--- src/rtl/npcs_pkg.sv ---
// ----------------------------------------------------------------------------
// npcs_pkg
// Shared types and constants of the nearest palette colour search.
// ----------------------------------------------------------------------------
package npcs_pkg;

    localparam int COLOR_W = 8;
    localparam int ENTRY_W = 3 * COLOR_W;
    localparam int SQ_W    = 2 * COLOR_W;
    localparam int DIST_W  = SQ_W + 2;
    localparam int INDEX_W = 8;

    localparam logic CMD_WRITE = 1'b0;
    localparam logic CMD_QUERY = 1'b1;

    // Tag travelling with each entry through the distance pipeline
    typedef struct packed {
        logic               vld;
        logic               last;
        logic [INDEX_W-1:0] idx;
    } npcs_tag_t;

endpackage

--- src/rtl/npcs_dist.sv ---
// ----------------------------------------------------------------------------
// npcs_dist
// Three-stage squared RGB distance pipeline: abs difference, square, sum.
// ----------------------------------------------------------------------------
module npcs_dist (
    input  logic                               clk,
    input  logic                               rst_n,
    input  npcs_pkg::npcs_tag_t                tag_in,
    input  logic [npcs_pkg::ENTRY_W-1:0]       entry,
    input  logic [npcs_pkg::COLOR_W-1:0]       q_red,
    input  logic [npcs_pkg::COLOR_W-1:0]       q_green,
    input  logic [npcs_pkg::COLOR_W-1:0]       q_blue,
    output npcs_pkg::npcs_tag_t                tag_out,
    output logic [npcs_pkg::DIST_W-1:0]        dist_sum
);

    npcs_pkg::npcs_tag_t              tag1_reg, tag2_reg, tag3_reg;
    logic [npcs_pkg::COLOR_W-1:0]     dr_reg, dg_reg, db_reg;
    logic [npcs_pkg::SQ_W-1:0]        sr_reg, sg_reg, sb_reg;
    logic [npcs_pkg::DIST_W-1:0]      sum_reg;
    logic [npcs_pkg::COLOR_W-1:0]     e_red, e_green, e_blue;
    logic [npcs_pkg::COLOR_W-1:0]     dr_next, dg_next, db_next;

    assign e_red   = entry[3*npcs_pkg::COLOR_W-1:2*npcs_pkg::COLOR_W];
    assign e_green = entry[2*npcs_pkg::COLOR_W-1:npcs_pkg::COLOR_W];
    assign e_blue  = entry[npcs_pkg::COLOR_W-1:0];

    always_comb
    begin
        dr_next = (q_red   >= e_red)   ? q_red   - e_red   : e_red   - q_red;
        dg_next = (q_green >= e_green) ? q_green - e_green : e_green - q_green;
        db_next = (q_blue  >= e_blue)  ? q_blue  - e_blue  : e_blue  - q_blue;
    end

    always_ff @(posedge clk or negedge rst_n)
    begin
        if (!rst_n)
        begin
            tag1_reg <= '0;
            tag2_reg <= '0;
            tag3_reg <= '0;
        end
        else
        begin
            tag1_reg <= tag_in;
            tag2_reg <= tag1_reg;
            tag3_reg <= tag2_reg;
        end
    end

    always_ff @(posedge clk)
    begin
        dr_reg  <= dr_next;
        dg_reg  <= dg_next;
        db_reg  <= db_next;
        sr_reg  <= npcs_pkg::SQ_W'(dr_reg) * npcs_pkg::SQ_W'(dr_reg);
        sg_reg  <= npcs_pkg::SQ_W'(dg_reg) * npcs_pkg::SQ_W'(dg_reg);
        sb_reg  <= npcs_pkg::SQ_W'(db_reg) * npcs_pkg::SQ_W'(db_reg);
        sum_reg <= npcs_pkg::DIST_W'(sr_reg) + npcs_pkg::DIST_W'(sg_reg)
                 + npcs_pkg::DIST_W'(sb_reg);
    end

    assign tag_out  = tag3_reg;
    assign dist_sum = sum_reg;

endmodule

--- config.mk ---
export PLATFORM = sky130hd
export DESIGN_NAME = npcs_dist
export DESIGN_NICKNAME = d
export VERILOG_FILES = /design/src/rtl/npcs_pkg.sv /design/src/rtl/npcs_dist.sv
export SDC_FILE = /design/constraint.sdc
export NUM_CORES = 1
export LEC_CHECK = 0
export ABC_AREA = 1
export BUFFER_PORTS_ARGS = -buffer_cell sky130_fd_sc_hd__buf_2
export CORE_MARGIN = 2
export CORE_UTILIZATION = 55
export DETAILED_ROUTE_END_ITERATION = 8
export PLACE_DENSITY_LB_ADDON = 0.2
export SETUP_SLACK_MARGIN = 0.05
export SLEW_MARGIN = 20
export SYNTH_ARGS = -nofsm -noshare
export SYNTH_HDL_FRONTEND = slang
export SYNTH_SLANG_ARGS = --single-unit
--- constraint.sdc ---
create_clock -name clk -period 4.1 [get_ports clk]
set_clock_uncertainty 0.2 [all_clocks]
set_input_delay 0.82 -clock clk [delete_from_list [all_inputs] [get_ports clk]]
set_output_delay 0.82 -clock clk [all_outputs]
set_load 0.02 [all_outputs]
* Word level (Yosys, flattened, before mapping) *
Cells that the tools add are included.

storage, ports and cells
  bits in registers = 120

cells by class
  muxes and demuxes = 3
  order comparisons = 3
  $mul = 3
  add/subtract/negate cells = 8

operator list
  cell            count
  $mul 8x8->16    3
  $sub 8x8->8     6
  $ge 8x8->1      3
  $mux 8          3
  $add 17x16->18  1
  $add 16x16->17  1

* Longest topological paths before layout *
Gate-level depths: netlist of the first run.

  depth in word-level cells = 2
  mapped depth = 20
  depth with buffers taken out = 19

* Worst setup path before layout of the first run *
No wires, ideal clock.

  path kind = register to register
  start = reg dr_reg[2] (netlist bit)
  end = reg sr_reg[15] (netlist bit)
  period minus slack after synthesis = 4.062 ns
  arrival = 3.749 ns
  cell stages (with the launch flop) = 19
  slack = 0.038 ns
  buffers on the path = 1
  setup time = 0.113 ns
  cells stage by stage = dfxtp_1 -> clkbuf_1 -> nand2_1 -> fa_1 -> inv_1 -> fa_1 -> fa_1 -> inv_1 -> fa_1 -> inv_1 -> ha_1 -> nand2_1 -> inv_1 -> nand2_1 -> nand2_1 -> nand2_1 -> nand3_1 -> nand2_1 -> nand2_1

between the ends
  word-level cells in the longest chain between the ends = 1

ends and longest elaborated chain
  item                    RTL line         text
  from (decl)             npcs_dist.sv:18  logic [npcs_pkg::COLOR_W-1:0] dr_reg, dg_reg, db_reg;
  from (signal assigned)  npcs_dist.sv:53  dr_reg <= dr_next;
  $mul 8x8->16            npcs_dist.sv:56  sr_reg <= npcs_pkg::SQ_W'(dr_reg) * npcs_pkg::SQ_W'(dr_reg);
  to (signal assigned)    npcs_dist.sv:56
  to (decl)               npcs_dist.sv:19  logic [npcs_pkg::SQ_W-1:0] sr_reg, sg_reg, sb_reg;

No other way between the ends.

* Worst setup path in the final report of the first run *
  start = reg dg_reg[5] (netlist bit)
  end = reg sg_reg[14] (netlist bit)

between the ends
  word-level cells in the longest chain between the ends = 1

ends and longest elaborated chain
  item                    RTL line         text
  from (decl)             npcs_dist.sv:18
  from (signal assigned)  npcs_dist.sv:54  dg_reg <= dg_next;
  $mul 8x8->16            npcs_dist.sv:57  sg_reg <= npcs_pkg::SQ_W'(dg_reg) * npcs_pkg::SQ_W'(dg_reg);
  to (signal assigned)    npcs_dist.sv:57
  to (decl)               npcs_dist.sv:19

No other way between the ends.

==> reports/summary.txt, run 1 <==
portion of synthesized cell area occupied by the leading cell type -> 0.165
number of placement rows -> 53
global-route wire length before repair -> 38800 µm
maxcap violations -> 0
number of unique standard cell types used by synthesis -> 37
Pins Over Slew Limit -> 0
clock insertion delay at the later pin of the skew report -> 0.42 ns
average instance area after synthesis -> 7.36 µm²
antenna violations before repair -> 0
full die area -> 22500 µm²
First-pass DRT Iterations -> 5
number of flip-flops under the largest register name -> 18
slack of the worst reg-to-reg path -> 0.22 ns
clock transition at the registers of the reported paths -> 0.06 ns
DRC violation total after the first TritonRoute iteration -> 331
yosys warns -> 0
final sum of negative setup slack -> 0 ns
arrival time reported for the critical path endpoint -> 3.97 ns
drt wl/cell -> 11.2 µm
category of the worst setup path capture point -> flip-flop
maximum level of the CTS H-tree -> 4
Routability Congestion -> 0.909
x dimension of the die -> 150 µm
most used standard cells in the synthesized netlist -> sky130_fd_sc_hd__nand2_1 (426), sky130_fd_sc_hd__inv_1 (400), sky130_fd_sc_hd__ha_1 (148), sky130_fd_sc_hd__fa_1 (97), sky130_fd_sc_hd__nand3_1 (90)
final net count -> 1997
CP peak stage delay -> 0.53 ns
final number of hold-violating endpoints -> 0
buffer and inverter count on the worst path -> 3
fillers -> 1910
clock tree root driver cell -> sky130_fd_sc_hd__clkbuf_16
element type at the critical path start -> flip-flop
final critical path time including I/O delays and setup -> 3.88 ns
pin slew with the least headroom to its limit -> 0.625 ns
worst hold path type -> reg2reg
category of cells accounting for the largest share of critical-path delay -> adder cells
Hold Crit Depth -> 0
total standard cell area after synthesis -> 11700 µm²
GRT Total Usage -> 0.211
clock tree from TritonCTS -> built
series of cell instances along the critical path -> nand2_1, fa_1, inv_1, fa_1, fa_1, inv_1, fa_1, inv_1, ha_1, nand2_1, nor2_1, nand3_1, nand4_1, nand2_1
crit path max-delay cell type -> sky130_fd_sc_hd__fa_1
fraction of synthesis flops using an asynchronous set or reset pin -> 0.256
data required time at the worst endpoint -> 4.19 ns
sum of routed wire length over all layers -> 22100 µm
top cell type by total area after synthesis -> sky130_fd_sc_hd__fa_1
count of hold-fix buffers inserted at cts -> 0
path depth of the worst reg2reg path -> 14
overall via count from detail_route -> 9382
Residual DRC -> 0
Final Cycle Share -> 0.946
share of final-layout standard cells stronger than drive strength 1 -> 0.120
top-count cell post-synth -> sky130_fd_sc_hd__nand2_1
leading register cell type out of synthesis -> sky130_fd_sc_hd__dfxtp_1
Worst slew margin -> 0.583
initial cell density of the core -> 0.560
critical path class -> reg2reg
via count of the first global-routing pass -> 9004
maximum buffer depth of the clock tree -> 2
clock sink count -> 117
register bit total from synthesis -> 117
final-report setup violation count -> 0
average vias per placed instance -> 4.74
proportion of synthesized chip area in sequential cells -> 0.212
Top-Level Pins -> 88
area of the multi-input gates -> 7710 µm²
status -> completed
number of antenna-violating nets in the routed design -> 0
highest achievable clock rate -> 258 MHz
Synth Instances -> 1596
Vert. Die Dim -> 150 µm
maximum net fanout on the critical path -> 6
unrepaired setup endpoints after global routing -> yes
area used by sequential logic in the layout -> 2520 µm²
count of inserted antenna diode cells -> 0
total of buffers placed on input and output ports -> 87
biggest area contributors in the synthesized netlist -> sky130_fd_sc_hd__fa_1 (17%), sky130_fd_sc_hd__ha_1 (16%), sky130_fd_sc_hd__dfxtp_1 (15%)
Most Frequent Cell on Critical Path -> sky130_fd_sc_hd__fa_1
sum of overflow across all layers after global routing -> 0
EDFF count, synth -> 0
Area growth syn-to-layout -> 13.0%
placeable core region -> 21000 µm²
CTS Buf Count -> 17
pin count of the biggest net entering global routing -> 31
total half-perimeter wirelength after legalization and detailed placement -> 18800 µm
total number of cells along the worst setup path -> 14
-- layout make-up --
class	count	share of cell area
repair buffers	105	0.0430
multi-input cells	1049	0.581
well taps	275	0.0259
inverters	402	0.114
flip-flops and latches	117	0.190
clock buffers	17	0.0321
clock inverters	15	0.0135
-- metal layers --
layer	vias up	track usage	part of all wire
met5	-	0	0
met4	0	0.0585	0.016
met3	26	0.0321	0.037
met2	178	0.363	0.48
met1	4236	0.277	0.47
li1	4942	-	-
-- layout by cell type (no fill, tap or decap), drive strengths merged, types with 2 or more instances in the layout --
cell	count
fa	97
clkbuf	17
nand3	100
a21o	6
conb	3
o21bai	3
xnor2	28
nor3	5
dfxtp	87
inv	412
dfrtp	30
or2	6
ha	148
xor2	37
a21oi	53
o21ai	18
nand2	431
clkinv	3
nand4	21
bufinv	2
buf	105
nor2	90
-- final timing paths --
path | start | end
setup / recovery | dg_reg[5] | sg_reg[14]
hold / removal | tag2_reg[5] | tag_out[5]
setup reg to reg | dg_reg[5] | sg_reg[14]
hold reg to reg | tag2_reg[5] | tag_out[5]
max in group asynchronous | rst_n | tag2_reg[3]
min in group asynchronous | rst_n | tag1_reg[9]
-- worst register-to-register path, delay by kind of cell (launching register included) --
kind          cells  cell delay (ns)
flops             1             0.38
simple gates      6             0.70
fa+ha+maj         5             2.32
buf+inv           3             0.16
-- what timing repair did --
item                                    in CTS  in global routing
endpoints found under the setup margin       6                 20
setup buffers                                0                  1
resized for setup                            2                 46
pin swaps                                    0                  6
-- through the flow --
stage | util | instances | worst slack [ns] | instance area (µm²) | hold WS [ns]
global route | 0.633 | 1980 | 0.0279 | 13300 | 0.155
floorplan | - | 1598 | 0.119 | 11800 | 0.129
detailed placement | 0.597 | 1947 | 0.00733 | 12500 | 0.135
global placement | 0.597 | 1947 | 0.120 | 12500 | 0.131
finish | 0.633 | 1980 | 0.220 | 13300 | 0.143
CTS | 0.626 | 1979 | 0.0659 | 13100 | 0.146
-- cell families (layout without fill, tap and decap cells) --
logic type	count (synthesis)	count (layout)	share of synthesized area
other	1	3	0.000319
XOR/XNOR	65	65	0.0485
adder cells (fa/ha/maj)	245	245	0.323
buffers and inverters	432	539	0.140
AND/OR/NAND/NOR	655	655	0.238
flip-flops	117	117	0.212
multiplexers	1	1	0.000852
AO/OA/AOI/OAI	80	80	0.0370
Power of run 1 is not shown: default switching activity piles up to over one toggle a cycle in this logic, so the estimate is an artifact.
==> inputs of run 2 (changes only) <==
ABC_AREA = not set   (was 1)
CORE_MARGIN = not set   (was 2)
==> run 2 against run 1 <==
  * The flow now finishes with violations (DRC)
  * Synthesized cell count down 35%
  * Via count down 23%
  * Critical path depth down 1
  * Non-clock buffer count up 49
  * Sequential share of layout area up 1.4 points
  * Wire length down 13%
  * Final cell count down 27%
  * Global-route usage down 0.15 points
  * Final area down 6.2%
  * Utilization up 5.5 points
  * Worst setup slack worse by 0.21 ns
  * Highest routed layer unchanged
==> reports/summary.txt, run 2 <==
status -> complete, but fails checks
Pins Over Slew Limit -> 0 (unchanged)
full die area -> 19100 µm² (-15%)
arrival time reported for the critical path endpoint -> 4.24 ns (+0.27 ns)
average instance area after synthesis -> 9.80 µm² (+33%)
clock transition at the registers of the reported paths -> 0.06 ns (about the same)
CTS Buf Count -> 17 (unchanged)
clock insertion delay at the later pin of the skew report -> 0.42 ns (about the same)
Area growth syn-to-layout -> 22.1%
sum of overflow across all layers after global routing -> 0 (unchanged)
final net count -> 1503 (-25%)
GRT Total Usage -> 0.210 (-0.00150)
total standard cell area after synthesis -> 10200 µm² (-13%)
top cell type by total area after synthesis -> sky130_fd_sc_hd__fa_1
maximum level of the CTS H-tree -> 4 (unchanged)
total half-perimeter wirelength after legalization and detailed placement -> 15300 µm (-18%)
top library cells by usage in the layout, fill and taps aside -> sky130_fd_sc_hd__inv_1 (174), sky130_fd_sc_hd__ha_1 (133), sky130_fd_sc_hd__fa_1 (90), sky130_fd_sc_hd__buf_2 (87), sky130_fd_sc_hd__dfxtp_1 (67)
First-pass DRT Iterations -> 7 (+2)
leading register cell type out of synthesis -> sky130_fd_sc_hd__dfxtp_1
count of hold-fix buffers inserted at cts -> 0 (unchanged)
DP Cell Count -> 1398 (-28%)
average vias per placed instance -> 5.03 (+6.1%)
category of the worst setup path capture point -> flip-flop
clock tree from TritonCTS -> built
final critical-path setup slack -> 0.0114 ns (-0.208 ns)
fillers -> 1344 (-30%)
sum of routed wire length over all layers -> 19200 µm (-13%)
antenna violations before repair -> 0 (unchanged)
placeable core region -> 18100 µm² (-14%)
number of antenna-violating nets in the routed design -> 0 (unchanged)
number of unique standard cell types used by synthesis -> 50 (+35%)
Post-Route Hold Slack -> 0.146 ns (+0.00305 ns)
count of inserted antenna diode cells -> 0 (unchanged)
critical path class -> reg2reg
register bit total from synthesis -> 117 (unchanged)
Vert. Die Dim -> 138 µm (-8.0%)
highest achievable clock rate -> 245 MHz (-5.1%)
final critical path time including I/O delays and setup -> 4.09 ns (+0.208 ns)
maxcap violations -> 0 (unchanged)
fraction of synthesis flops using an asynchronous set or reset pin -> 0.256 (unchanged)
Residual DRC -> 17 (+17)
portion of synthesized cell area occupied by the leading cell type -> 0.190 (+0.0251)
drt wl/cell -> 13.3 µm (+19%)
total of buffers placed on input and output ports -> 87 (unchanged)
global-route wire length before repair -> 32600 µm (-16%)
final non-filler cell total -> 1440 (-27%)
pin count of the biggest net entering global routing -> 31 (unchanged)
number of flip-flops under the largest register name -> 18 (unchanged)
data required time at the worst endpoint -> 4.25 ns (+0.06 ns)
final number of hold-violating endpoints -> 0 (unchanged)
biggest area contributors in the synthesized netlist -> sky130_fd_sc_hd__fa_1 (19%), sky130_fd_sc_hd__ha_1 (18%), sky130_fd_sc_hd__dfxtp_1 (17%)
path depth of the worst reg2reg path -> 13 (-1)
proportion of synthesized chip area in sequential cells -> 0.244 (+0.0322)
Hold Crit Depth -> 0 (unchanged)
pin slew with the least headroom to its limit -> 0.607 ns (-0.0180 ns)
Top-Level Pins -> 88 (unchanged)
DRC violation total after the first TritonRoute iteration -> 292 (-12%)
Routability Congestion -> 0.872 (-4.1%)
unrepaired setup endpoints after global routing -> yes
slack of the worst reg-to-reg path -> 0.01 ns (-0.21 ns)
clock sink count -> 117 (unchanged)
clock tree root driver cell -> sky130_fd_sc_hd__clkbuf_16
maximum net fanout on the critical path -> 5 (-1)
via count of the first global-routing pass -> 7284 (-19%)
x dimension of the die -> 138 µm (-8.0%)
share of final-layout standard cells stronger than drive strength 1 -> 0.249 (+0.130)
Place WS -> -0.127 ns (-0.134 ns)
EDFF count, synth -> 0 (unchanged)
number of placement rows -> 49 (-7.5%)
top-count cell post-synth -> sky130_fd_sc_hd__inv_1
element type at the critical path start -> flip-flop
Synth Instances -> 1040 (-35%)
overall via count from detail_route -> 7239 (-23%)
yosys warns -> 0 (unchanged)
initial cell density of the core -> 0.564 (+0.00338)
worst hold path type -> reg2reg
violated checks -> DRC
Worst slew margin -> 0.595 (+0.0120)
Layout Utilization -> 0.688 (+0.0552)
maximum buffer depth of the clock tree -> 2 (unchanged)
most used standard cells in the synthesized netlist -> sky130_fd_sc_hd__inv_1 (186), sky130_fd_sc_hd__ha_1 (148), sky130_fd_sc_hd__fa_1 (97), sky130_fd_sc_hd__dfxtp_1 (87), sky130_fd_sc_hd__and2_1 (66)
final-report setup violation count -> 0 (unchanged)
commonest non-fill, non-tap cell in the layout -> sky130_fd_sc_hd__inv_1
Final Cycle Share -> 0.997 (+0.0508)
## run 2: changes by cell type in the layout (fill, tap and decap cells not counted), sizes merged, moves of 14 or more
cell / before / now
inv: 412 / 196
nand3: 100 / 5
a21o: 6 / 23
buf: 105 / 154
nor2b: 0 / 15
and2: 1 / 66
nand4: 21 / 3
o21ai: 18 / 36
nand2: 431 / 33
nand2b: 0 / 14
mux2i: 1 / 24
nor2: 90 / 35
xnor2: 28 / 45
a211oi: 0 / 14
## run 2: path summary, 6_finish.rpt
| kind | from | end |
|---|---|---|
| max | dg_reg[2] | sg_reg[12] |
| min | tag2_reg[7] | tag_out[7] |
| max reg2reg | dg_reg[2] | sg_reg[12] |
| min reg2reg | tag2_reg[7] | tag_out[7] |
| max in group asynchronous | rst_n | tag1_reg[5] |
| min in group asynchronous | rst_n | tag2_reg[5] |
## run 2: cell families after synthesis
group | after synthesis | synth area share
AND/OR/NAND/NOR | 191 | 0.0996
multiplexers | 24 | 0.0236
adder cells (fa/ha/maj) | 245 | 0.372
other | 1 | 0.000368
AO/OA/AOI/OAI | 179 | 0.114
buffers and inverters | 203 | 0.0768
flip-flops | 117 | 0.244
XOR/XNOR | 80 | 0.0687
## run 2: area by class of cell
cell class	instances	area, µm²	area share
Tap cell	229	287	0.0230
Clock inverter	15	183	0.0147
Multi-Input combinational cell	722	7360	0.591
Sequential cell	117	2540	0.204
Timing Repair Buffer	154	946	0.0760
Clock buffer	17	425	0.0342
Inverter	186	706	0.0567
## run 2: per-layer routing
metal / vias up / GRT usage / wire length [µm]
met5: - / 0 / 0
met4: 0 / 0.0621 / 210
met3: 20 / 0.0301 / 526
met2: 127 / 0.352 / 9240
met1: 3409 / 0.282 / 9200
li1: 3683 / - / -
## run 2: what timing repair did
| item | 4_1_cts | 5_1_grt |
|---|---|---|
| resized for setup | 55 | 46 |
| endpoints found under the setup margin | 12 | 17 |
| pin swaps | 40 | 33 |
| buffers inserted | 6 | 4 |
| gates cloned | 0 | 0 |
## run 2: through the flow
step,setup TNS (ns),area [µm²]
6_report,0,12400
5_1_grt,-0.439,12400
4_1_cts,-0.0125,12200
3_5_place_dp,-0.380,11400
3_3_place_gp,-0.0340,11400
2_1_floorplan,0,10400
## run 2: critical path, cell delays in order, from the launching register on
cell                      delay (ns)
sky130_fd_sc_hd__dfxtp_4        0.36
sky130_fd_sc_hd__and2_4         0.15
sky130_fd_sc_hd__ha_1           0.19
sky130_fd_sc_hd__or2_4          0.25
sky130_fd_sc_hd__fa_1           0.49
sky130_fd_sc_hd__fa_1           0.58
sky130_fd_sc_hd__fa_1           0.46
sky130_fd_sc_hd__ha_4           0.26
sky130_fd_sc_hd__o21a_1         0.18
sky130_fd_sc_hd__or2_4          0.23
sky130_fd_sc_hd__a31o_4         0.24
sky130_fd_sc_hd__a21o_1         0.18
sky130_fd_sc_hd__a21oi_2        0.13
sky130_fd_sc_hd__xnor2_1        0.12
Power of run 2 is left out for the same reason.
